File: config.mk
export PLATFORM = sky130hd
export DESIGN_NAME = gtg_cordic
export DESIGN_NICKNAME = d
export VERILOG_FILES = /design/src/sv/go_to_goal_pose_controller_defines.svh /design/src/sv/gtg_pkg.sv /design/src/sv/gtg_cordic.sv
export SDC_FILE = /design/constraint.sdc
export NUM_CORES = 1
export LEC_CHECK = 0
export ABC_AREA = 0
export BUFFER_PORTS_ARGS = -buffer_cell sky130_fd_sc_hd__clkbuf_2
export CAP_MARGIN = 10
export CORE_ASPECT_RATIO = 1.1
export CORE_MARGIN = 3
export CORE_UTILIZATION = 45
export CTS_BUF_LIST = sky130_fd_sc_hd__clkbuf_8
export DETAILED_ROUTE_END_ITERATION = 12
export GPL_TIMING_DRIVEN = 0
export SYNTH_ARGS = -nofsm -noshare
export SYNTH_HDL_FRONTEND = slang
export SYNTH_SLANG_ARGS = --single-unit
export TNS_END_PERCENT = 20
File: constraint.sdc
create_clock -name clk -period 7.65 [get_ports clk]
set_clock_uncertainty 0.1 [all_clocks]
set_input_delay 2.295 -clock clk [delete_from_list [all_inputs] [get_ports clk]]
set_output_delay 2.295 -clock clk [all_outputs]
set_load 0.005 [all_outputs]
File: src/sv/go_to_goal_pose_controller_defines.svh
// ---------------------------------------------------------------------------
// go_to_goal_pose_controller_defines
// Assertion macros shared by the controller's checks.
// ---------------------------------------------------------------------------
`ifndef GO_TO_GOAL_POSE_CONTROLLER_DEFINES_SVH
`define GO_TO_GOAL_POSE_CONTROLLER_DEFINES_SVH

// same-cycle implication, disabled in reset
`define GTG_ASSERT_IMP(lbl, ante, cons) \
lbl: assert property (@(posedge clk) disable iff (!rst_n) (ante) |-> (cons)) \
    else $error("gtg: same-cycle check failed");

// next-cycle implication, disabled in reset
`define GTG_ASSERT_NEXT(lbl, ante, cons) \
lbl: assert property (@(posedge clk) disable iff (!rst_n) (ante) |=> (cons)) \
    else $error("gtg: next-cycle check failed");

`endif

File: src/sv/gtg_pkg.sv
// ---------------------------------------------------------------------------
// gtg_pkg
// Types, codes and constants of the go-to-goal pose controller.
// ---------------------------------------------------------------------------
package gtg_pkg;

    // angle datapath width (signed Q6.16 radians, headroom for CORDIC sums)
    localparam int ANG_W = 22;
    localparam int HDG_W = 19;
    localparam int POS_W = 32;
    localparam int CFG_W = 31;

    localparam logic signed [ANG_W-1:0] Q_PI      = ANG_W'(205887);
    localparam logic signed [ANG_W-1:0] Q_HALF_PI = ANG_W'(102944);
    localparam logic signed [ANG_W-1:0] Q_TWO_PI  = ANG_W'(411774);
    localparam logic [15:0]             INV_GAIN  = 16'd39797;

    // event kinds on tuser
    localparam logic [1:0] CMD_POSE     = 2'd0;
    localparam logic [1:0] CMD_GOAL     = 2'd1;
    localparam logic [1:0] CMD_TICK     = 2'd2;
    localparam logic [1:0] CMD_RESERVED = 2'd3;

    // register indexes
    localparam logic [2:0] REG_MAX_LIN  = 3'd0;
    localparam logic [2:0] REG_MAX_ANG  = 3'd1;
    localparam logic [2:0] REG_LIN_GAIN = 3'd2;
    localparam logic [2:0] REG_ANG_GAIN = 3'd3;
    localparam logic [2:0] REG_DIST_TOL = 3'd4;
    localparam logic [2:0] REG_YAW_TOL  = 3'd5;
    localparam logic [2:0] REG_REALIGN  = 3'd6;

    typedef enum logic [1:0] {
        OP_POSE,
        OP_GOAL,
        OP_TICK
    } op_t;

    typedef enum logic [2:0] {
        PH_IDLE   = 3'd0,
        PH_ROTATE = 3'd1,
        PH_MOVE   = 3'd2,
        PH_FINAL  = 3'd3,
        PH_DONE   = 3'd4
    } phase_t;

    typedef enum logic {
        CM_VECTOR,
        CM_ROTATE
    } cmode_t;

    typedef enum logic {
        C_IDLE,
        C_RUN
    } cstate_t;

    typedef enum logic [3:0] {
        B_IDLE,
        B_PREP,
        B_VEC,
        B_MAG_HI,
        B_MAG_LO,
        B_DECIDE,
        B_COS,
        B_LIN_P1,
        B_LIN_P2,
        B_LIN_SUM,
        B_LIN_QLO,
        B_LIN_QHI,
        B_LIN_CLAMP,
        B_ANG_MUL,
        B_ANG_CLAMP,
        B_EMIT
    } bstate_t;

    typedef struct packed {
        op_t                 op;
        logic [POS_W-1:0]    x;
        logic [POS_W-1:0]    y;
        logic [HDG_W-1:0]    hdg;
    } item_t;

    typedef struct packed {
        logic   start;
        cmode_t mode;
    } cord_req_t;

    typedef struct packed {
        logic [CFG_W-1:0] max_lin;
        logic [CFG_W-1:0] max_ang;
        logic [CFG_W-1:0] lin_gain;
        logic [CFG_W-1:0] ang_gain;
        logic [CFG_W-1:0] dist_tol;
        logic [CFG_W-1:0] yaw_tol;
        logic [CFG_W-1:0] realign;
    } cfg_t;

    // atan(2^-i), Q0.16, rounded
    function automatic logic [15:0] atan_entry(input logic [4:0] i);
        logic [15:0] v;
        case (i)
            5'd0:    v = 16'd51472;
            5'd1:    v = 16'd30386;
            5'd2:    v = 16'd16055;
            5'd3:    v = 16'd8150;
            5'd4:    v = 16'd4091;
            5'd5:    v = 16'd2047;
            5'd6:    v = 16'd1024;
            5'd7:    v = 16'd512;
            5'd8:    v = 16'd256;
            5'd9:    v = 16'd128;
            5'd10:   v = 16'd64;
            5'd11:   v = 16'd32;
            5'd12:   v = 16'd16;
            5'd13:   v = 16'd8;
            5'd14:   v = 16'd4;
            5'd15:   v = 16'd2;
            5'd16:   v = 16'd1;
            default: v = 16'd0;
        endcase
        return v;
    endfunction

    // fold an angle into (-pi, pi]; one correction either way is enough here
    function automatic logic signed [ANG_W-1:0] wrap_angle(input logic signed [ANG_W-1:0] a);
        logic signed [ANG_W-1:0] r;
        r = a;
        if (r > Q_PI)
            r = r - Q_TWO_PI;
        else if (r <= -Q_PI)
            r = r + Q_TWO_PI;
        return r;
    endfunction

endpackage

File: src/sv/gtg_cordic.sv
// ---------------------------------------------------------------------------
// gtg_cordic
// Shared iterative CORDIC, one micro-rotation a cycle: vectoring or rotation.
// ---------------------------------------------------------------------------
module gtg_cordic
    import gtg_pkg::*;
#(
    parameter int DW    = 36,
    parameter int STEPS = 16
)
(
    input  logic                    clk,
    input  logic                    rst_n,
    input  cord_req_t               req,
    input  logic signed [DW-1:0]    in_x,
    input  logic signed [DW-1:0]    in_y,
    input  logic signed [ANG_W-1:0] in_a,
    output logic signed [DW-1:0]    x_res,
    output logic signed [ANG_W-1:0] z_res,
    output logic                    fold_neg,
    output logic                    done
);

    localparam int SW = $clog2(STEPS);

    cstate_t                 state_reg;
    cstate_t                 state_next;
    cmode_t                  mode_reg;
    logic [SW-1:0]           cnt_reg;
    logic                    done_reg;
    logic                    neg_reg;
    logic signed [DW-1:0]    x_reg;
    logic signed [DW-1:0]    y_reg;
    logic signed [ANG_W-1:0] z_reg;

    logic signed [DW-1:0]    x_ld;
    logic signed [DW-1:0]    y_ld;
    logic signed [ANG_W-1:0] z_ld;
    logic                    neg_ld;
    logic signed [DW-1:0]    xs;
    logic signed [DW-1:0]    ys;
    logic signed [ANG_W-1:0] t;
    logic                    s_pos;
    logic                    last;

    assign last = (cnt_reg == SW'(STEPS - 1));

    always_comb
    begin
        state_next = state_reg;
        unique case (state_reg)
            C_IDLE:  if (req.start) state_next = C_RUN;
            C_RUN:   if (last) state_next = C_IDLE;
            default: state_next = C_IDLE;
        endcase
    end

    // start values, with quadrant pre-turn or fold by pi
    always_comb
    begin
        x_ld   = in_x;
        y_ld   = in_y;
        z_ld   = '0;
        neg_ld = 1'b0;
        if (req.mode == CM_VECTOR)
        begin
            if (in_x[DW-1])
            begin
                if (!in_y[DW-1])
                begin
                    x_ld = in_y;
                    y_ld = -in_x;
                    z_ld = Q_HALF_PI;
                end
                else
                begin
                    x_ld = -in_y;
                    y_ld = in_x;
                    z_ld = -Q_HALF_PI;
                end
            end
        end
        else
        begin
            x_ld = DW'(signed'({1'b0, INV_GAIN}));
            y_ld = '0;
            z_ld = in_a;
            if (in_a > Q_HALF_PI)
            begin
                z_ld   = in_a - Q_PI;
                neg_ld = 1'b1;
            end
            else if (in_a < -Q_HALF_PI)
            begin
                z_ld   = in_a + Q_PI;
                neg_ld = 1'b1;
            end
        end
    end

    always_comb
    begin
        xs = x_reg >>> cnt_reg;
        ys = y_reg >>> cnt_reg;
        t  = signed'(ANG_W'(atan_entry(5'(cnt_reg))));
        if (mode_reg == CM_ROTATE)
            s_pos = !z_reg[ANG_W-1];
        else
            s_pos = y_reg[DW-1] || (y_reg == '0);
    end

    always_ff @(posedge clk)
    begin
        if (state_reg == C_IDLE && req.start)
        begin
            x_reg    <= x_ld;
            y_reg    <= y_ld;
            z_reg    <= z_ld;
            neg_reg  <= neg_ld;
            mode_reg <= req.mode;
        end
        else if (state_reg == C_RUN)
        begin
            if (s_pos)
            begin
                x_reg <= x_reg - ys;
                y_reg <= y_reg + xs;
                z_reg <= z_reg - t;
            end
            else
            begin
                x_reg <= x_reg + ys;
                y_reg <= y_reg - xs;
                z_reg <= z_reg + t;
            end
        end
    end

    always_ff @(posedge clk or negedge rst_n)
    begin
        if (!rst_n)
        begin
            state_reg <= C_IDLE;
            cnt_reg   <= '0;
            done_reg  <= 1'b0;
        end
        else
        begin
            state_reg <= state_next;
            done_reg  <= (state_reg == C_RUN) && last;
            if (state_reg == C_RUN)
                cnt_reg <= last ? '0 : cnt_reg + SW'(1);
            else
                cnt_reg <= '0;
        end
    end

    assign x_res    = x_reg;
    assign z_res    = z_reg;
    assign fold_neg = neg_reg;
    assign done     = done_reg;

endmodule

# Yosys cells after proc, flatten, opt, wreduce, memory -nomap -nowiden
# Memories as Yosys holds them, arrays and structs flattened.
# Cells that the tools add are included.
# totals
reg_bits	102
latchBits	0
ram_bits	0
mem_bits_ro	256
output_inout_bits	60
wordCells	60
memories	1
# mem_list
memory	words	width	read_ports	rd_ports_with_merged_regs	write_ports	line_no	rtl
(name not given)	16	16	1	0	0	gtg_pkg.sv:101	case (i)
# classes
n_addsub	11
n_mul	0
n_div	0
magnitude_cmp	2
eq_ne	1
shift	2
mux	28
bitwise	1
reduce_logical	6
# op_table
op	n
$mux W36	12
$mux W22	8
$add A36 B36 Y36	2
$neg A36 Y36	2
$sshr A36 B4 Y36	2
$sub A36 B36 Y36	2
$logic_not A36 Y1	1
$add A22 B17 Y22	1
$add A22 B19 Y22 const B	1
$gt A22 B18 Y1 const B	1
$lt A22 B18 Y1 const B	1
$sub A22 B17 Y22	1
$sub A22 B19 Y22 const B	1
$mux W4	2
$mux W1	5
$add A4 B1 Y4 const B	1
$eq A4 B4 Y1 const B	1
$logic_and A1 B1 Y1	2
$pmux W1 S2	1
$reduce_bool A2 Y1	1
$logic_not A1 Y1	1
$logic_or A1 B1 Y1	1
$not A1 Y1	1

# Depth between registers and ports, before layout
# depth
ltp_word	6
mapped_depth	26

# Least setup slack after synthesis
# OpenSTA, ideal clock, no wires.
# synth_path
path_kind	reg2reg
from	register cnt_reg[2]
to	register y_reg[35], data pin
setup_ns	0.271
t_arrival_ns	5.905
slack_ns	1.374
path_stages_with_launch	25
n_path_buf	6
synth_period_minus_slack_ns	6.276
cell_sequence	dfrtp_1 buf_1 buf_1 clkbuf_1 clkbuf_1 clkbuf_1 buf_1 nor2_1 o21bai_1 ha_1 and2_1 and4_1 a31oi_1 a21o_1 xnor2_1 ha_1 and3_1 and3_1 a221o_1 a221oi_1 o31ai_1 or3_1 a211o_1 xnor2_1 o22ai_1
# synth_between
elab_chain_cells	5
# synth_rtl
item	line_no	rtl
start, declared	gtg_cordic.sv:29	logic [SW-1:0] cnt_reg;
start signal, assigned	gtg_cordic.sv:152	cnt_reg <= last ? '0 : cnt_reg + SW'(1);
$sshr A36 B4 Y36 *	gtg_cordic.sv:103	xs = x_reg >>> cnt_reg;
$sub A36 B36 Y36 or $add A36 B36 Y36 (tied branches)	gtg_cordic.sv:133, gtg_cordic.sv:127	
$mux W36 *	gtg_cordic.sv:124	if (s_pos)
$mux W36 *	gtg_cordic.sv:122	else if (state_reg == C_RUN)
$mux W36 *	gtg_cordic.sv:114	if (state_reg == C_IDLE && req.start)
end signal, assigned	gtg_cordic.sv:117	y_reg <= y_ld;
end signal, assigned	gtg_cordic.sv:127	y_reg <= y_reg + xs;
end signal, assigned	gtg_cordic.sv:133	y_reg <= y_reg - xs;
end, declared	gtg_cordic.sv:33	logic signed [DW-1:0] y_reg;
# Every way passes the cells marked *; elsewhere a longest branch is shown, timed or not. The select of a mux whose other input is x is not followed.
# A chain may end at the register's enable or synchronous reset.

# Worst setup path after layout
# layout_path
from	register cnt_reg[2]
to	register y_reg[33], data pin
# The elaborated chain is that of the path after synthesis.

==> results.tsv <==
stage	metric	value	unit
clocking	insertion_delay	0.43	ns
synthesis	ys_seq_area_share	17.7	%
synthesis	synth_edf_count	96	
place	place_inst	2758	
worst_setup_path	worstRegToRegCells	23	
clocking	cts_sinks	102	
flow_run	drv_cap	0	
drt	wl	73.6	mm
finish	layout-drive-gt1-share	14.2	%
finish	nets	2479	
floorplanning	rows	74	
finish	area_delta_synth_final	9.31	%
sta	slew_headroom	29.1	%
drt	drtAntennaViolNets	0	
hold_path	min_delay_path_depth	1	
clocking	cts-root-buf	clkbuf_8	
clocking	numCtsBuffers	9	
worst_setup_path	worstPathRequired	7.71	ns
synthesis	netlist-cell-type-count	92	
worst_setup_path	cp-start-kind	flip-flop	
finish	fill_cells	3746	
worst_setup_path	ff2ff_setup_slack	0.27	ns
clocking	clock_path_buffers	2	
finish	final_common_cell	nand2_1	
grt	grt_use_total	35.7	%
synthesis	async_reset_ff_share	5.88	%
sta	slew_violations	0	
worst_setup_path	cp.arrival	7.44	ns
grt	grt_pass1_vias	17181	
floorplanning	coreArea	37400	µm²
clocking	post_cts_buffers	0	
sta	worstMarginPinSlew	1.06	ns
floorplanning	ios	158	
grt	grt_max_degree	67	
worst_setup_path	rr_startpoint	cnt_reg[2]	
sta	final_hold_viol_count	0	
sta	rsz0062_at_grt	no	
grt	grt-ovfl-total	0	
hold_path	hp-start	state_reg	
sta	fmax	136	MHz
synthesis	ys_dominant_reg_cell	edfxtp_1	
synthesis	synth_area	17200	µm²
floorplanning	fp.dieW	192	µm
run_status	outcome	completed	
sta	setup_viol	0	
drt	wl_per_cell	26.6	µm
worst_setup_path	worst-path-max-fanout	19	
sta	finalCritPeriodShare	96.4	%
floorplanning	initial_core_util	45.9	%
place	place_congestion	0.990	
finish	final_cell_count_no_fill	2771	
drt	drt_iter0_markers	2014	
synthesis	synthCells	2120	
clocking	clk_pin_slew_worst_paths	0.11	ns
drt	vias	18294	
finish	mostFrequentLayoutCells	nand2_1, a21oi_1, o21ai_0	
synthesis	ys_ff_latch	102	
sta	period_needed	7.38	ns
grt	grt_pass1_wl	108	mm
clocking	h-tree-depth	3	
synthesis	synth_nets	2328	
hold_path	hold_path.class	flip-flop to flip-flop	
hold_path	min_to	cnt_reg[1]	
drt	drtPass1Iterations	6	
drt	vias_per_cell	6.60	
place	io_buffers	143	
grt	antenna_found_initial	2	
floorplanning	die_h	211	µm
clocking	cts_tree	yes	
place	dp_slack	-1.37	ns
worst_setup_path	rr_endpoint	y_reg[33]	
place	dpl.hpwl	58.8	mm
drt	drc_errors	0	
sta	timing.final.ws_setup	0.273	ns
sta	holdWs	0.483	ns
worst_setup_path	critPathCaptureType	flip-flop	
synthesis	yosys_warnings	0	
synthesis	avgSynthCellArea	8.10	µm²
worst_setup_path	path_class	flip-flop to flip-flop	
finish	fin_util	50.2	%
floorplanning	die-area	40500	µm²
==> per-stage QoR <==
stage | setup TNS [ns] | cell area, µm²
6_report | 0 | 18800
5_1_grt | 0 | 18800
4_1_cts | 0 | 18800
3_5_place_dp | -15.09 | 18500
3_3_place_gp | -18.21 | 18500
2_1_floorplan | 0 | 17200
==> cells in the mapped netlist, drive strengths merged, types with 8 or more instances <==
cell      n  share of area [%]
o21bai   16               0.70
xnor2   131                6.7
nand3    48                1.4
nand2   231                5.1
a21boi   11               0.48
a22oi    13               0.57
clkbuf   76                1.7
nand4    16               0.58
a21oi   187                5.5
a221oi    8               0.41
ha      107                7.8
nor2b    21               0.77
o21a     14               0.61
or4      10               0.46
or3      18               0.69
nor3     37                1.1
a211oi   25                1.1
a31oi    37                1.3
o22ai    49                1.8
nor2    138                3.0
o21ai   180                5.3
nor4     23               0.87
and3     19               0.69
edfxtp   96                 17
mux2i    61                3.6
and2     18               0.66
xor2    104                5.3
o31ai    25                1.2
mux2     22                1.4
inv      59                1.3
nand2b   21               0.77
buf      51                1.6
o211ai   12               0.52
a21o     40                1.7
mux4     70                9.2
or2       8               0.29
==> how the worst max path moves through the flow <==
stage / start / to / slack, ns / cells after the start
floorplan: cnt_reg[2] / y_reg[35] / 1.37 / 24
finish: cnt_reg[2] / y_reg[33] / 0.27 / 23
detailed placement: cnt_reg[2] / y_reg[35] / -1.37 / 24
global route: cnt_reg[0] / x_res[35] / 0.04 / 23
CTS: cnt_reg[0] / y_reg[33] / 0.05 / 25
global placement: cnt_reg[2] / y_reg[35] / -1.49 / 24
==> timing repair <==
item                       in CTS  in global routing
hold endpoints to repair        0                  0
hold buffers                    0                  0
setup endpoints to repair      33                  5
gates resized for setup         9                  3
==> cells by family after synthesis <==
family                   after synthesis  share of synthesized area, %
AND/OR/NAND/NOR                      636                          17.9
multiplexers                         153                          14.2
AO/OA/AOI/OAI                        697                          25.6
flip-flops                           102                          17.7
XOR/XNOR                             235                          12.0
adder cells (fa/ha/maj)              110                          8.15
buffers and inverters                187                          4.58
==> metal layers <==
metal	up-vias	track usage, %	wire length, µm
met3	153	10.1	8910
li1	8326	-	-
met1	8719	49.6	30600
met5	-	0	0
met2	1096	52.3	30900
met4	0	14.1	3170
==> layout make-up <==
type / instances / area (µm²) / area share [%]
Antenna cell: 1 / 2.50 / 0.0133
Clock inverter: 7 / 97.6 / 0.520
Tap cell: 494 / 618 / 3.29
Clock buffer: 9 / 124 / 0.660
Multi-Input combinational cell: 1831 / 13400 / 71.2
Inverter: 60 / 225 / 1.20
Timing Repair Buffer: 144 / 743 / 3.96
Buffer: 123 / 559 / 2.98
Sequential cell: 102 / 3030 / 16.2
==> worst max-delay path: stages (launching register included) <==
cell	delay [ns]
dfrtp_1	0.59
buf_2	0.38
buf_2	0.32
clkbuf_4	0.37
clkbuf_2	0.37
buf_2	0.38
nor2_1	0.09
o21bai_1	0.21
ha_1	0.24
and2_1	0.19
and4_1	0.28
a31oi_2	0.38
a21o_1	0.24
xnor2_1	0.26
ha_1	0.37
and3_1	0.20
and3_1	0.20
a221o_1	0.34
a221oi_1	0.47
o31ai_1	0.20
or3_1	0.37
a31oi_1	0.21
xor2_1	0.21
o22ai_1	0.10
Power is not shown: default switching activity piles up to over one toggle a cycle in this logic, so the estimate is an artifact.
