<file path="src/sv/go_to_goal_pose_controller_defines.svh">
// ---------------------------------------------------------------------------
// go_to_goal_pose_controller_defines
// Assertion macros shared by the controller's checks.
// ---------------------------------------------------------------------------
`ifndef GO_TO_GOAL_POSE_CONTROLLER_DEFINES_SVH
`define GO_TO_GOAL_POSE_CONTROLLER_DEFINES_SVH

// same-cycle implication, disabled in reset
`define GTG_ASSERT_IMP(lbl, ante, cons) \
lbl: assert property (@(posedge clk) disable iff (!rst_n) (ante) |-> (cons)) \
    else $error("gtg: same-cycle check failed");

// next-cycle implication, disabled in reset
`define GTG_ASSERT_NEXT(lbl, ante, cons) \
lbl: assert property (@(posedge clk) disable iff (!rst_n) (ante) |=> (cons)) \
    else $error("gtg: next-cycle check failed");

`endif

</file>
<file path="src/sv/gtg_pkg.sv">
// ---------------------------------------------------------------------------
// gtg_pkg
// Types, codes and constants of the go-to-goal pose controller.
// ---------------------------------------------------------------------------
package gtg_pkg;

    // angle datapath width (signed Q6.16 radians, headroom for CORDIC sums)
    localparam int ANG_W = 22;
    localparam int HDG_W = 19;
    localparam int POS_W = 32;
    localparam int CFG_W = 31;

    localparam logic signed [ANG_W-1:0] Q_PI      = ANG_W'(205887);
    localparam logic signed [ANG_W-1:0] Q_HALF_PI = ANG_W'(102944);
    localparam logic signed [ANG_W-1:0] Q_TWO_PI  = ANG_W'(411774);
    localparam logic [15:0]             INV_GAIN  = 16'd39797;

    // event kinds on tuser
    localparam logic [1:0] CMD_POSE     = 2'd0;
    localparam logic [1:0] CMD_GOAL     = 2'd1;
    localparam logic [1:0] CMD_TICK     = 2'd2;
    localparam logic [1:0] CMD_RESERVED = 2'd3;

    // register indexes
    localparam logic [2:0] REG_MAX_LIN  = 3'd0;
    localparam logic [2:0] REG_MAX_ANG  = 3'd1;
    localparam logic [2:0] REG_LIN_GAIN = 3'd2;
    localparam logic [2:0] REG_ANG_GAIN = 3'd3;
    localparam logic [2:0] REG_DIST_TOL = 3'd4;
    localparam logic [2:0] REG_YAW_TOL  = 3'd5;
    localparam logic [2:0] REG_REALIGN  = 3'd6;

    typedef enum logic [1:0] {
        OP_POSE,
        OP_GOAL,
        OP_TICK
    } op_t;

    typedef enum logic [2:0] {
        PH_IDLE   = 3'd0,
        PH_ROTATE = 3'd1,
        PH_MOVE   = 3'd2,
        PH_FINAL  = 3'd3,
        PH_DONE   = 3'd4
    } phase_t;

    typedef enum logic {
        CM_VECTOR,
        CM_ROTATE
    } cmode_t;

    typedef enum logic {
        C_IDLE,
        C_RUN
    } cstate_t;

    typedef enum logic [3:0] {
        B_IDLE,
        B_PREP,
        B_VEC,
        B_MAG_HI,
        B_MAG_LO,
        B_DECIDE,
        B_COS,
        B_LIN_P1,
        B_LIN_P2,
        B_LIN_SUM,
        B_LIN_QLO,
        B_LIN_QHI,
        B_LIN_CLAMP,
        B_ANG_MUL,
        B_ANG_CLAMP,
        B_EMIT
    } bstate_t;

    typedef struct packed {
        op_t                 op;
        logic [POS_W-1:0]    x;
        logic [POS_W-1:0]    y;
        logic [HDG_W-1:0]    hdg;
    } item_t;

    typedef struct packed {
        logic   start;
        cmode_t mode;
    } cord_req_t;

    typedef struct packed {
        logic [CFG_W-1:0] max_lin;
        logic [CFG_W-1:0] max_ang;
        logic [CFG_W-1:0] lin_gain;
        logic [CFG_W-1:0] ang_gain;
        logic [CFG_W-1:0] dist_tol;
        logic [CFG_W-1:0] yaw_tol;
        logic [CFG_W-1:0] realign;
    } cfg_t;

    // atan(2^-i), Q0.16, rounded
    function automatic logic [15:0] atan_entry(input logic [4:0] i);
        logic [15:0] v;
        case (i)
            5'd0:    v = 16'd51472;
            5'd1:    v = 16'd30386;
            5'd2:    v = 16'd16055;
            5'd3:    v = 16'd8150;
            5'd4:    v = 16'd4091;
            5'd5:    v = 16'd2047;
            5'd6:    v = 16'd1024;
            5'd7:    v = 16'd512;
            5'd8:    v = 16'd256;
            5'd9:    v = 16'd128;
            5'd10:   v = 16'd64;
            5'd11:   v = 16'd32;
            5'd12:   v = 16'd16;
            5'd13:   v = 16'd8;
            5'd14:   v = 16'd4;
            5'd15:   v = 16'd2;
            5'd16:   v = 16'd1;
            default: v = 16'd0;
        endcase
        return v;
    endfunction

    // fold an angle into (-pi, pi]; one correction either way is enough here
    function automatic logic signed [ANG_W-1:0] wrap_angle(input logic signed [ANG_W-1:0] a);
        logic signed [ANG_W-1:0] r;
        r = a;
        if (r > Q_PI)
            r = r - Q_TWO_PI;
        else if (r <= -Q_PI)
            r = r + Q_TWO_PI;
        return r;
    endfunction

endpackage

</file>
<file path="src/sv/gtg_queue.sv">
// ---------------------------------------------------------------------------
// gtg_queue
// Two-entry request queue between front and back.
// ---------------------------------------------------------------------------
module gtg_queue
    import gtg_pkg::*;
(
    input  logic  clk,
    input  logic  rst_n,
    input  logic  push,
    input  item_t push_item,
    input  logic  pop,
    output item_t head,
    output logic  empty,
    output logic  full
);

    item_t      slot_reg [2];
    logic       wr_ptr_reg;
    logic       wr_ptr_next;
    logic       rd_ptr_reg;
    logic       rd_ptr_next;
    logic [1:0] count_reg;
    logic [1:0] count_next;
    logic       do_push;
    logic       do_pop;

    assign empty   = (count_reg == 2'd0);
    assign full    = (count_reg == 2'd2);
    assign do_push = push && !full;
    assign do_pop  = pop && !empty;
    assign head    = slot_reg[rd_ptr_reg];

    always_comb
    begin
        wr_ptr_next = do_push ? !wr_ptr_reg : wr_ptr_reg;
        rd_ptr_next = do_pop ? !rd_ptr_reg : rd_ptr_reg;
        count_next  = count_reg + 2'(do_push) - 2'(do_pop);
    end

    always_ff @(posedge clk)
    begin
        if (do_push)
            slot_reg[wr_ptr_reg] <= push_item;
    end

    always_ff @(posedge clk or negedge rst_n)
    begin
        if (!rst_n)
        begin
            wr_ptr_reg <= 1'b0;
            rd_ptr_reg <= 1'b0;
            count_reg  <= 2'd0;
        end
        else
        begin
            wr_ptr_reg <= wr_ptr_next;
            rd_ptr_reg <= rd_ptr_next;
            count_reg  <= count_next;
        end
    end

endmodule

</file>
<file path="config.mk">
export PLATFORM = sky130hd
export DESIGN_NAME = gtg_queue
export DESIGN_NICKNAME = d
export VERILOG_FILES = /design/src/sv/go_to_goal_pose_controller_defines.svh /design/src/sv/gtg_pkg.sv /design/src/sv/gtg_queue.sv
export SDC_FILE = /design/constraint.sdc
export NUM_CORES = 1
export LEC_CHECK = 0
export BUFFER_PORTS_ARGS = -buffer_cell sky130_fd_sc_hd__buf_4
export CAP_MARGIN = 20
export CORE_MARGIN = 4
export CORE_UTILIZATION = 45
export CTS_BUF_LIST = sky130_fd_sc_hd__clkbuf_16
export DETAILED_ROUTE_END_ITERATION = 7
export PLACE_DENSITY = 0.7
export SYNTH_ARGS = -nofsm -noshare
export SYNTH_HDL_FRONTEND = slang
export SYNTH_SLANG_ARGS = --single-unit
</file>
<file path="constraint.sdc">
create_clock -name clk -period 8.69 [get_ports clk]
set_input_delay 0 -clock clk [delete_from_list [all_inputs] [get_ports clk]]
set_output_delay 0 -clock clk [all_outputs]
set_load 0.02 [all_outputs]
</file>
---- After elaboration in Yosys (flattened, before gate mapping) ----
Memory sizes are Yosys's and may differ from the RTL's.
Cells that the tools add are included.
word-level totals
  flip-flop bits (word level) ............. 4
  bits in latches ......................... 0
  bits in writable memories ............... 170
  ROM bits ................................ 0
  input port bits ......................... 89
  output and inout bits ................... 87
  word-level logic and storage cells ...... 16
  memories ................................ 1
memories
  name      words  bits a word  rd ports  clocked after Yosys merged registers in  write ports  RTL line         text
  slot_reg  2      85           1         0                                        1            gtg_queue.sv:18  item_t slot_reg [2];
operators by class
  add/subtract/negate cells ............... 2
  multiply operators ...................... 0
  divide/modulo/power cells ............... 0
  order comparisons ....................... 0
  equality and inequality tests ........... 1
  shifts and indexed selects .............. 0
  mux-type cells .......................... 2
  bitwise gates (word level) .............. 0
  reduce and logical (&&, ||, !) cells .... 7
operator list
  kind                                  count
  zero test 1 bit                       4
  adder 2 x 1 -> 2 bit                  1
  == test 2 bit, second input constant  1
  logical AND 1 bit                     2
  zero test 2 bit                       1
  two-way mux 1 bit                     2
  subtractor 2 x 1 -> 2 bit             1

---- Logic depth before layout (Yosys ltp) ----
Gate-level depths: netlist of run 1.
  depth after elaboration ................. 5
  gate-level depth with buffers ........... 7
  mapped depth without buffers ............ 7

---- Worst setup path after synthesis of run 1 ----
No wires, ideal clock.
  kind .................................... register to register
  from .................................... register count_reg[1]
  to ...................................... memory slot_reg[0][0] in the netlist's numbering, enable pin
  data arrival time ....................... 4.139 ns
  required time ........................... 8.161 ns
  slack ................................... 4.022 ns
  cell stages (with the launch flop) ...... 4
  buffers on the path ..................... 0
  clock period less this slack ............ 4.668 ns
  cells stage by stage .................... dfrtp_1 > nand2b_1 > nand2_1 > nor2_1
on the way
  longest elaborated chain between the ends .. 5
ends and longest elaborated chain
  element                                  RTL line         text
  start: declaration                       gtg_queue.sv:23  logic [1:0] count_reg;
  start signal: assignment                 gtg_queue.sv:59  count_reg <= count_next;
  == test 2 bit                            gtg_queue.sv:29  assign full = (count_reg == 2'd2);
  zero test 1 bit                          gtg_queue.sv:30  assign do_push = push && !full;
  logical AND 1 bit                        gtg_queue.sv:30
  two-way mux 1 bit                        gtg_queue.sv:43  if (do_push)
  two-way mux 1 bit (implied by the code)  gtg_queue.sv:44  slot_reg[wr_ptr_reg] <= push_item;
  end: declaration                         gtg_queue.sv:18
No other way between the ends.

==> out/results.txt, run 1 <==
For the core box area, the log shows 14000 um2. The logic depth of the worst setup path including buffers is 3. The area occupied by multi-input gates was 1210 um2; the number of cells on the worst hold path was 2. Using the TritonRoute via totals, the vias-per-cell ratio works out to 4.71. The path class of the tightest hold or removal check is in2reg.

In the final layout, flip-flops and latches occupy 5210 um2. The logs give 3968 for the via count of the first global-routing pass and 6070 ps for the final setup slack of the worst path. Once the clock tree was built, the resizer swapped 0 gates to a different size.

The first-iteration detailed-routing DRC count was 138. For the first-pass GRT wire length, the log shows 20.1 mm. Along the worst path, the maximum fanout reaches 66. The final max-slew violation count came out at 0. For this run, design rule violations remaining after detail routing come to 0. Slowest library cell on the worst path: buf_4. The logs give 7.82 mm for the half-perimeter wire length after placement and 46.5% for the initial standard-cell utilization of the core. During synthesis, Yosys emitted a total of 0 warnings. The final hold violation count was 0. For the initial antenna violation count, the log shows 0.

The mapped netlist covers 6540 um2. The worst setup path is launched from a register. The fraction of layout instances using a drive strength above 1 came out at 51.8%. The number of inserted filler cells in the final layout is 954, and the count of inserted antenna diode cells is 0. For the pin with the worst max-slew slack, the measured transition is 1040 ps. The first detailed-routing pass ran for 4 iterations. Data on the critical path arrives at its endpoint at 2620 ps. The depth of the worst register-to-register path is 4. The critical path in this run is classified as reg2out. Dividing the detail-routed wire length by the instance count gives 17.0 um.

Counting along the longest clock path gives a buffer depth of 2. The vertical die dimension is 129 um. Leaving out fill and tap cells, the most frequent cells in the layout are buf_4, edfxtp_1, dlygate4sd3_1, mux2_2, mux2_4.

The final antenna-violating net count is 0. At the end of routability-driven placement, the weighted congestion stood at 0.707. The run finished with clean final reports.

The total I/O pin count came out at 176. Total setup violations reported at the end of the flow: 0. The longest individual stage delay on the worst path was 810 ps. The number of max-cap violations is 0. The die covers 16500 um2. For the data required time of the critical path, the log shows 8690 ps.

The tools report the total design power as 3050 uW. The tools report the clock tree root buffer cell as clkbuf_16. Headroom to the max-slew limit came out at 30.4%. The highest attainable clock frequency was 0.382 GHz. At the end of the flow, the number of nets in the layout was 651. The run gives 79.6% as the share of synthesized area occupied by flip-flops and latches. Pin count of the biggest net entering global routing: 67.

The kind of cell with the highest combined delay along the critical path is buffers and inverters. Clock-pin slew was measured on the worst setup and hold paths at 70 ps. Synthesis instantiated 17 different standard cells from the library. The number of placement rows is 43, and the number of non-filler instances in the completed layout is 753. The number of buffers and inverters on the critical path was 2. Dividing total power by cell area gives a power density of 323 nW/um2.

TritonCTS built the clock tree. The clock tree synthesis step divided the H-tree into 4 levels. The total instance count after detailed placement is 632. The total negative setup slack was 0 ps.

The maximum VDD drop was 0.198 mV. Walking the worst path, the cells encountered are buf_4, mux2_2, buf_4. The average instance in the mapped netlist occupies 23.1 um2.

Summed over all layers, the routed wires come to 12.8 mm. For the final database, setup skew stands at 9.44 ps. Port buffering added 175 buffers. The leakage power total is 0.00369 uW, and the minimum clock period after layout is 2620 ps. The layout overhead on the synthesized area is 44.7%. The total track usage is 16.1%, and the leftover overflow at the end of global routing is 0.

Register bit total from synthesis: 174. For the worst setup timing slack at the placement stage, the log shows 6480 ps. The number of flip-flops under the largest register name was 170; the number of buffers created by CTS was 17. The net count after synthesis is 374, and the final hold slack is 298 ps. Setup repair after global routing left no endpoint under its margin. The run gives 174 as the number of sinks driven by the clock tree. Across all layers, the routed design uses 3543 vias. At the later pin of the worst-skew pair, clock insertion delay measures 420 ps. The element type at the critical path end was a primary output. The library cell used most frequently in the layout, excluding fill and tap cells, is buf_4. Counting every instance in the synthesized netlist gives 283. In this design, the critical path's most frequently occurring cell is buf_4.

The final critical path takes up 30.1% of the cycle. The horizontal die dimension came out at 129 um.
-- logic make-up (layout without fill, tap and decap cells) --
group	after synthesis	in the layout	synth area share, %
and+or+nand+nor	6	6	0.460
adders and majority gates	2	2	0.383
DFF	174	174	79.6
muxes	85	85	16.9
buffers and inverters	12	302	2.05
xor gates and xnor gates	4	4	0.536
-- stage by stage --
step	util, %	instance area, um2
6_report	67.4	9460
5_1_grt	67.4	9460
4_1_cts	67.4	9460
3_5_place_dp	56.9	8000
3_3_place_gp	56.9	8000
2_1_floorplan	-	6540
-- power by group --
group / leakage [uW] / total (uW) / internal, uW / switching, uW
Sequential: 0.00162 / 1220 / 1150 / 68.7
Clock: 0.000270 / 722 / 421 / 302
Combinational: 0.00179 / 1110 / 538 / 576
Total: 0.00369 / 3050 / 2110 / 946
-- repair_timing --
item                      in CTS  in global routing
hold buffers                  89                  0
buffers inserted               0                  0
hold endpoints to repair     176                  0
-- cells in the mapped netlist --
| cell type | instances | area share, % |
|---|---|---|
| buf_12 | 4 | 1.2 |
| mux2_2 | 45 | 7.8 |
| nand2_1 | 1 | 0.057 |
| and3_1 | 1 | 0.096 |
| nor2b_1 | 1 | 0.096 |
| ha_1 | 2 | 0.38 |
| edfxtp_1 | 170 | 78 |
| inv_1 | 2 | 0.11 |
| buf_6 | 1 | 0.17 |
| buf_8 | 1 | 0.23 |
| buf_2 | 4 | 0.31 |
| nand2b_1 | 1 | 0.096 |
| xnor2_1 | 3 | 0.40 |
| mux2_4 | 40 | 9.2 |
| nor2_1 | 2 | 0.11 |
| xor2_1 | 1 | 0.13 |
| dfrtp_1 | 4 | 1.5 |
-- area by class of cell --
class,count,area share [%]
clock inverters,15,1.56
clock buffers,17,4.50
flip-flops and latches,174,55.1
well taps,180,2.38
repair buffers,268,23.6
multi-input cells,97,12.8
inverters,2,0.0794
-- path summary, 6_finish.rpt --
kind | slack (ps) | endpoint | startpoint
max | 6070 | head[19] | rd_ptr_reg
min | 300 | slot_reg[1][16] | push_item[16]
max reg2reg | 6520 | slot_reg[0][72] | count_reg[1]
min reg2reg | 520 | count_reg[1] | count_reg[1]
max in group asynchronous | 7910 | rd_ptr_reg | rst_n
min in group asynchronous | 560 | count_reg[0] | rst_n
-- layer usage --
layer	global-route usage (%)	wire length, um
met5	0	0
met4	6.05	202
met3	5.60	1000
met2	27.9	6610
met1	18.3	4980
Power figures use the tool's default switching activity.
==> run 2, diff against run 1 <==
--- a/config.mk
+++ b/config.mk
@@ -5,13 +5,14 @@
 export SDC_FILE = /design/constraint.sdc
 export NUM_CORES = 1
 export LEC_CHECK = 0
+export ABC_AREA = 1
 export BUFFER_PORTS_ARGS = -buffer_cell sky130_fd_sc_hd__buf_4
 export CAP_MARGIN = 20
 export CORE_MARGIN = 4
 export CORE_UTILIZATION = 45
 export CTS_BUF_LIST = sky130_fd_sc_hd__clkbuf_16
 export DETAILED_ROUTE_END_ITERATION = 7
-export PLACE_DENSITY = 0.7
+export PLACE_DENSITY = 0.73
 export SYNTH_ARGS = -nofsm -noshare
 export SYNTH_HDL_FRONTEND = slang
 export SYNTH_SLANG_ARGS = --single-unit
==> constraint.sdc (replaced) <==
create_clock -name clk -period 2.2 [get_ports clk]
set_input_delay 0 -clock clk [delete_from_list [all_inputs] [get_ports clk]]
set_output_delay 0 -clock clk [all_outputs]
set_load 0.02 [all_outputs]
==> run 2 against run 1 <==
Combinational power grew to 4.3 times the previous value. Synthesized cell count grew 69%. Count of clock-buffer cells in the layout is the same. Largest cell class unchanged. Largest power group is now combinational cells.
==> out/results.txt, run 2 <==
Relative to the synthesized area, the layout overhead comes to 46.2%. For the number of placement rows, the log shows 43 (unchanged). The tools report the net count after synthesis as 569 (+52%). For the initial standard-cell utilization of the core, the log shows 46.2% (-0.38 points).

Clock transition at the registers of the reported paths: 70 ps (about the same). The pin count of the biggest net entering global routing was 87 (+30%); the via-per-instance ratio was 4.70 (-0.22%). The weighted congestion reported at the end of routability-driven placement came out at 0.763 (+7.8%).

The met2 track utilization from global routing was 32.4% (+4.5 points). Grouping stages by cell kind, the critical path spends the most delay in buffers and inverters. Dividing the final minimum period by the clock period gives 87.2%.

The run finished with clean final reports. The number of flops mapped to enable cells by yosys works out to 170 (unchanged). Register bit total from synthesis: 174 (unchanged).

First-iteration detailed-routing DRC count: 267 (+93%). The met1 track demand over resource is 20.4% (+2.1 points). TritonCTS built the clock tree. Total number of vias: 4418 (+25%). The power density relative to cell area works out to 1320 nW/um2 (+310%). The fraction of synthesis flops using an asynchronous set or reset pin is 2.30% (unchanged). The tools report the clock tree root buffer cell as clkbuf_16. Among all stages on the critical path, the largest delay is contributed by buf_4.

For the number of max-cap violations, the log shows 0 (unchanged). The top cell types in the final layout, fill and taps aside, are nand2_1, buf_4, edfxtp_1, dlygate4sd3_1, clkbuf_16. The number of sinks driven by the clock tree was 174 (unchanged); the die area was 16300 um2 (-1.5%).

The global-route track usage on met3 came out at 5.31% (-0.29 points). For the number of warnings printed during yosys synthesis, the log shows 0 (unchanged). Measured slew at the worst slew-check pin: 906 ps (-138 ps). For the number of inserted filler cells in the final layout, the log shows 961 (+0.73%).

The worst endpoint data arrival time is 1920 ps (-700 ps), and the mean instance size in the synthesized netlist is 13.5 um2 (-42%). The signal on the critical path passes through buf_4, nand2_1, nand2_1, buf_4. The number of buffers between clock root and the deepest sink came out at 2 (unchanged). The net count reported at finish was 840 (+29%). The maximum VDD drop was 1.08 mV (+450%).

The number of distinct library cells after synthesis is 11 (-6), and the area share of xor/xnor cells in the synthesized design is 0% (-0.54 points). For the total I/O pin count, the log shows 176 (unchanged). The largest fanout of any net on the critical path was 86 (+30%). Final hold slack: 306 ps (+8.44 ps).

The area fraction of the dominant cell type after synthesis was 79.3% (+1.2 points). The run gives 0.00404 uW (+9.5%) as the leakage power total. The run gives 0 (unchanged) as the count of inserted antenna diode cells.

For this run, the leading register cell type out of synthesis is edfxtp_1. The share of synthesized area occupied by flip-flops and latches was 80.9% (+1.3 points). The library cell used most frequently in the layout, excluding fill and tap cells, is nand2_1. For the total setup violations reported at the end of the flow, the log shows 0 (unchanged). Data required time of the critical path: 2200 ps (-6490 ps). By count the netlist is led by nand2_1, edfxtp_1, buf_2, inv_1, buf_6. The worst setup path is captured at a primary output. The number of flip-flops under the largest register name was 170 (unchanged). The longest individual stage delay on the worst path is 700 ps (-110 ps), and the number of buffers and inverters on the critical path is 2 (unchanged).

After synthesis, the largest family of logic cells by area is simple AND/OR/NAND/NOR gates. The half-perimeter wire length after placement was 8.65 mm (+11%). The area share of and/or/nand/nor cells after synthesis is 15.9% (+15 points), and the final antenna-violating net count is 0 (unchanged). The horizontal die dimension works out to 128 um (-0.74%). The clock network latency to the later pin of the worst-skew pair was 420 ps (about the same); the first-pass GRT wire length was 22.7 mm (+13%). The most utilized layer in the global route result is met2. The run gives 17 (unchanged) as the number of buffers created by CTS. The setup path with the least slack is of type reg2out.

The clock skew is 6.56 ps (-2.88 ps). For the number of DRC violations after detailed routing, the log shows 0 (unchanged). The complex-gate fraction of the synthesized area works out to 0% (unchanged). Static timing analysis puts the maximum clock frequency at 0.521 GHz.

The tools report the initial antenna violation count as 0 (unchanged). Setup repair after global routing left no endpoint under its margin. The fraction of layout instances using a drive strength above 1 was 28.6% (-23 points); the total track usage was 18.2% (+2.2 points). Final max-slew violation count: 0 (unchanged). Largest area contributor in the synthesized netlist: edfxtp_1. STA classifies the critical path startpoint as a register.

The run gives 5 (+1) as the iteration count of the initial detailed-routing pass. By area the synthesized netlist is led by edfxtp_1, nand2_1, dfrtp_1. The core box area was 13900 um2 (-0.77%); the leftover overflow at the end of global routing was 0 (unchanged).

The relative max-transition margin came out at 39.6% (+9.2 points). The adder and majority gate portion of the synthesized area came out at 0.389% (+0.0061 points). The run gives 0 (unchanged) as the final hold violation count. The summed instance area of the synthesized netlist was 6430 um2 (-1.6%). The average wire per cell in the routed design was 15.7 um (-7.8%). The min-delay analysis places its worst path in the category in2reg.

The mux cell area share after synthesis is 0% (-17 points), and the total design power is 12400 uW (+310%). By instance count, the leading cell after synthesis is nand2_1. The run gives 14.7 mm (+15%) as the total wire length after detailed routing. The clock period could shrink to 1920 ps.

The vertical die dimension is 128 um (-0.74%), and the total of buffers placed on input and output ports is 175 (unchanged). The run gives 478 (+69%) as the cell count after synthesis. The run gives 0 (unchanged) as the count of cells resized by post-cts repair. Via count of the first global-routing pass: 4580 (+15%). CTS H-tree depth: 4 (unchanged).
-- run 2: cell types whose count changed after synthesis, sizes merged, moves of 3 or more --
cell   change
buf        +9
mux2      -85
nand2    +267
xnor2      -3
inv        +9
nand3      +3
-- run 2: final timing paths --
kind | start | to | slack (ps) | cells past startpoint
max | rd_ptr_reg | head[69] | 280 | 4
min | push_item[83] | slot_reg[1][83] | 310 | 2
max reg2reg | wr_ptr_reg | slot_reg[0][34] | 670 | 4
min reg2reg | wr_ptr_reg | wr_ptr_reg | 490 | 2
max in group asynchronous | rst_n | rd_ptr_reg | 1520 | 3
min in group asynchronous | rst_n | count_reg[1] | 500 | 3
-- run 2: layer usage --
metal  wire length, um  vias up
li1                  -     2149
met1              5710     2086
met2              7670      162
met3              1070       21
met4               297        0
met5                 0        -
-- run 2: area by class of cell --
| class | count | area [um2] | area share, % |
|---|---|---|---|
| sequential | 174 | 5210 | 55.3 |
| timing repair buffer | 271 | 2290 | 24.4 |
| multi-input combinational | 274 | 1070 | 11.3 |
| clock buffer | 17 | 425 | 4.52 |
| tap | 180 | 225 | 2.39 |
| clock inverter | 14 | 145 | 1.54 |
| inverter | 11 | 45.0 | 0.479 |
-- run 2: worst reg2reg max path, cell delays in order, from the launching register on --
cell	delay, ps
dfrtp_1	380
inv_1	120
nand3_2	120
clkinvlp_4	110
buf_4	420
-- run 2: kinds of logic (layout without fill, tap and decap cells) --
kind of cell | count (synthesis) | after routing
adder cells (fa/ha/maj) | 2 | 2
flip-flops | 174 | 174
AND/OR/NAND/NOR | 272 | 272
buffers and inverters | 30 | 313
-- run 2: per-stage QoR --
step	std cells	utilization (%)	setup slack (ps)	TNS, ps	area [um2]
2_1_floorplan	478	-	-38.4	-3920	6450
3_3_place_gp	821	57.0	694	0	7950
3_5_place_dp	821	57.0	663	0	7950
4_1_cts	941	67.5	257	0	9410
5_1_grt	941	67.5	102	0	9410
6_report	941	67.5	282	0	9410
-- run 2: what timing repair did --
item                      CTS  global route
hold endpoints to repair  176             0
setup buffers               0             0
hold buffers               89             0
-- run 2: power breakdown --
group          switching, uW  total [uW]  internal [uW]
Sequential               183        4700           4520
Combinational           3060        4800           1740
Clock                   1210        2880           1670
Total                   4460       12400           7930
==> run 3, diff against run 2 <==
--- a/config.mk
+++ b/config.mk
@@ -12,6 +12,7 @@
 export CORE_UTILIZATION = 45
 export CTS_BUF_LIST = sky130_fd_sc_hd__clkbuf_16
 export DETAILED_ROUTE_END_ITERATION = 7
+export GPL_TIMING_DRIVEN = 0
 export PLACE_DENSITY = 0.73
 export SYNTH_ARGS = -nofsm -noshare
 export SYNTH_HDL_FRONTEND = slang
==> run 3 against run 2 <==
Final area grew 1.0%. Die area unchanged. Critical endpoint is now slot_reg[1][21]. Largest cell class unchanged. Fmax increased by 7.3%.
==> out/results.txt, run 3 (synthesized netlist as in run 2, its figures left out) <==
Final cell utilization of the core: 68.2% (+0.69 points). The iteration count of the initial detailed-routing pass is 5 (unchanged). The element type at the critical path end is a register. The number of sinks driven by the clock tree was 174 (unchanged); the final cycle utilization of the critical path was 81.3% (-5.9 points).

The initial antenna violation count is 0 (unchanged). The logs give 0 (unchanged) for the number of max-cap violations and 1910 ps (about the same) for the worst endpoint data arrival time. The worst setup path is launched from a register.

The clock skew was 5.56 ps (-0.998 ps); the number of cells on the worst hold path was 2 (unchanged). The total setup violations reported at the end of the flow is 0 (unchanged). The final hold violation count is 0 (unchanged). For the number of buffers added to fix hold violations after cts, the log shows 89 (unchanged). Total of buffers placed on input and output ports: 175 (unchanged). The run gives 22.5 mm (-0.97%) as the first-pass GRT wire length. Leakage power total: 0.00410 uW (+1.5%). The die area is 16300 um2 (unchanged).

The logs give 0 (unchanged) for the final antenna-violating net count and 9510 um2 (+1.0%) for the final design instance area without fill. The path class of the tightest hold or removal check is in2reg. The tools report the clock network latency to the later pin of the worst-skew pair as 420 ps (about the same). The number of non-filler instances in the completed layout is 958 (+1.8%), and the data required time of the critical path is 2320 ps (+120 ps). The area occupied by multi-input gates was 1070 um2 (unchanged); the total instance count after detailed placement was 838 (+2.1%).

The final setup slack of the worst path is 412 ps (+130 ps). The tools report the sequential cell area in the final layout as 5200 um2 (about the same). For the total design power, the log shows 12300 uW (-0.59%).

The pin count of the biggest net entering global routing came out at 43 (-51%). The largest fanout of any net on the critical path works out to 26 (-70%). The initial standard-cell utilization of the core is 46.2% (unchanged), and the via-per-instance ratio is 4.69 (-0.13%). The count of cells resized by post-cts repair was 0 (unchanged); the horizontal die dimension was 128 um (unchanged). Maximum VDD drop: 0.879 mV (-19%). For the placement-stage cell area, the log shows 8110 um2 (+2.0%). The setup slack of the most critical reg-to-reg path is 410 ps (-260 ps). In the layout the commonest cells are nand2_1, buf_4, edfxtp_1, dlygate4sd3_1, clkbuf_16. Average wire per cell in the routed design: 14.9 um (-4.7%).

The logs give 857 (+2.0%) for the net count reported at finish and 216 (-19%) for the first-iteration detailed-routing DRC count. The number of inserted filler cells in the final layout came out at 983 (+2.3%). The vertical die dimension was 128 um (unchanged); the CTS H-tree depth was 4 (unchanged). The via count of the first global-routing pass was 4616 (+0.79%). The worst setup timing slack at the placement stage was 390 ps (-273 ps). The tools report the total I/O pin count as 176 (unchanged).

The startpoint-to-endpoint class of the critical path is reg2reg. The fraction of layout instances using a drive strength above 1 came out at 29.8% (+1.2 points). The run gives 18.0% (-0.17 points) as the total track usage. For the weighted congestion reported at the end of routability-driven placement, the log shows 0.737 (-3.3%). Setup repair after global routing left no endpoint under its margin.

The logs give 0 (unchanged) for the final max-slew violation count and 14.3 mm (-3.0%) for the total wire length after detailed routing. The relative max-transition margin is 52.4% (+13 points). The run finished with clean final reports. The total number of vias came out at 4492 (+1.7%). The library cell used most frequently in the layout, excluding fill and tap cells, is nand2_1. The run gives 0 (unchanged) as the post-CTS setup repair buffer count. For the half-perimeter wire length after placement, the log shows 9.21 mm (+6.4%). The clock transition at the registers of the reported paths works out to 60 ps (about the same).

The highest attainable clock frequency was 0.559 GHz (+7.3%); the depth of the worst register-to-register path was 5 (+1). The tools report the clock tree root buffer cell as clkbuf_16. The number of placement rows came out at 43 (unchanged).

For the number of DRC violations after detailed routing, the log shows 0 (unchanged). The layout overhead on the synthesized area is 47.7%. The number of buffers created by CTS is 17 (unchanged). The power density relative to cell area is 1300 nW/um2 (-1.6%).

The core box area is 13900 um2 (unchanged). The run gives 0 (unchanged) as the leftover overflow at the end of global routing. The measured slew at the worst slew-check pin is 713 ps (-193 ps). The count of inserted antenna diode cells was 0 (unchanged).

TritonCTS built the clock tree. The minimum clock period after layout was 1790 ps (-130 ps). The number of buffers between clock root and the deepest sink is 2 (unchanged). The number of flip-flops under the largest register name is 170 (unchanged).
run 3: worst max-delay path: stages, from the launching register on:
cell and delay [ps]:
dfrtp_1 370, inv_2 60, nand2_2 90, nand2_2 90
nor2_4 580, buf_12 280
run 3: worst paths after layout:
| check | start | end |
|---|---|---|
| max in group asynchronous | rst_n | rd_ptr_reg |
| min in group asynchronous | rst_n | wr_ptr_reg |
| setup / recovery | count_reg[0] | slot_reg[1][21] |
| hold / removal | push_item[50] | slot_reg[0][50] |
| setup reg to reg | count_reg[0] | slot_reg[1][21] |
| hold reg to reg | wr_ptr_reg | wr_ptr_reg |
run 3: per-layer routing:
metal	up-vias	share of wire [%]	GRT usage, %
met5	-	0	0
met3	23	8.5	6.44
met1	2136	38	20.2
li1	2175	-	-
met4	0	1.7	6.62
met2	158	52	31.7
run 3: power breakdown:
part / internal [uW] / switching [uW] / leakage [uW] / total, uW
combinational: 1940 / 3110 / 0.00222 / 5050
sequential: 4510 / 178 / 0.00163 / 4690
clock: 1410 / 1160 / 0.000246 / 2560
total: 7860 / 4440 / 0.00410 / 12300
run 3: cell type report:
cell class / instances / share of cell area [%]
Timing Repair Buffer: 269 / 24.4
Multi-Input combinational cell: 274 / 11.2
Tap cell: 180 / 2.37
Inverter: 11 / 0.474
Clock inverter: 14 / 0.842
Clock buffer: 17 / 4.48
Buffer: 19 / 1.45
Sequential cell: 174 / 54.8
run 3: per-stage QoR:
stage	hold WS [ps]	setup TNS, ps
floorplan	-296	-3920
global placement	-202	-126410
detailed placement	-199	0
CTS	282	0
global route	292	0
finish	303	0
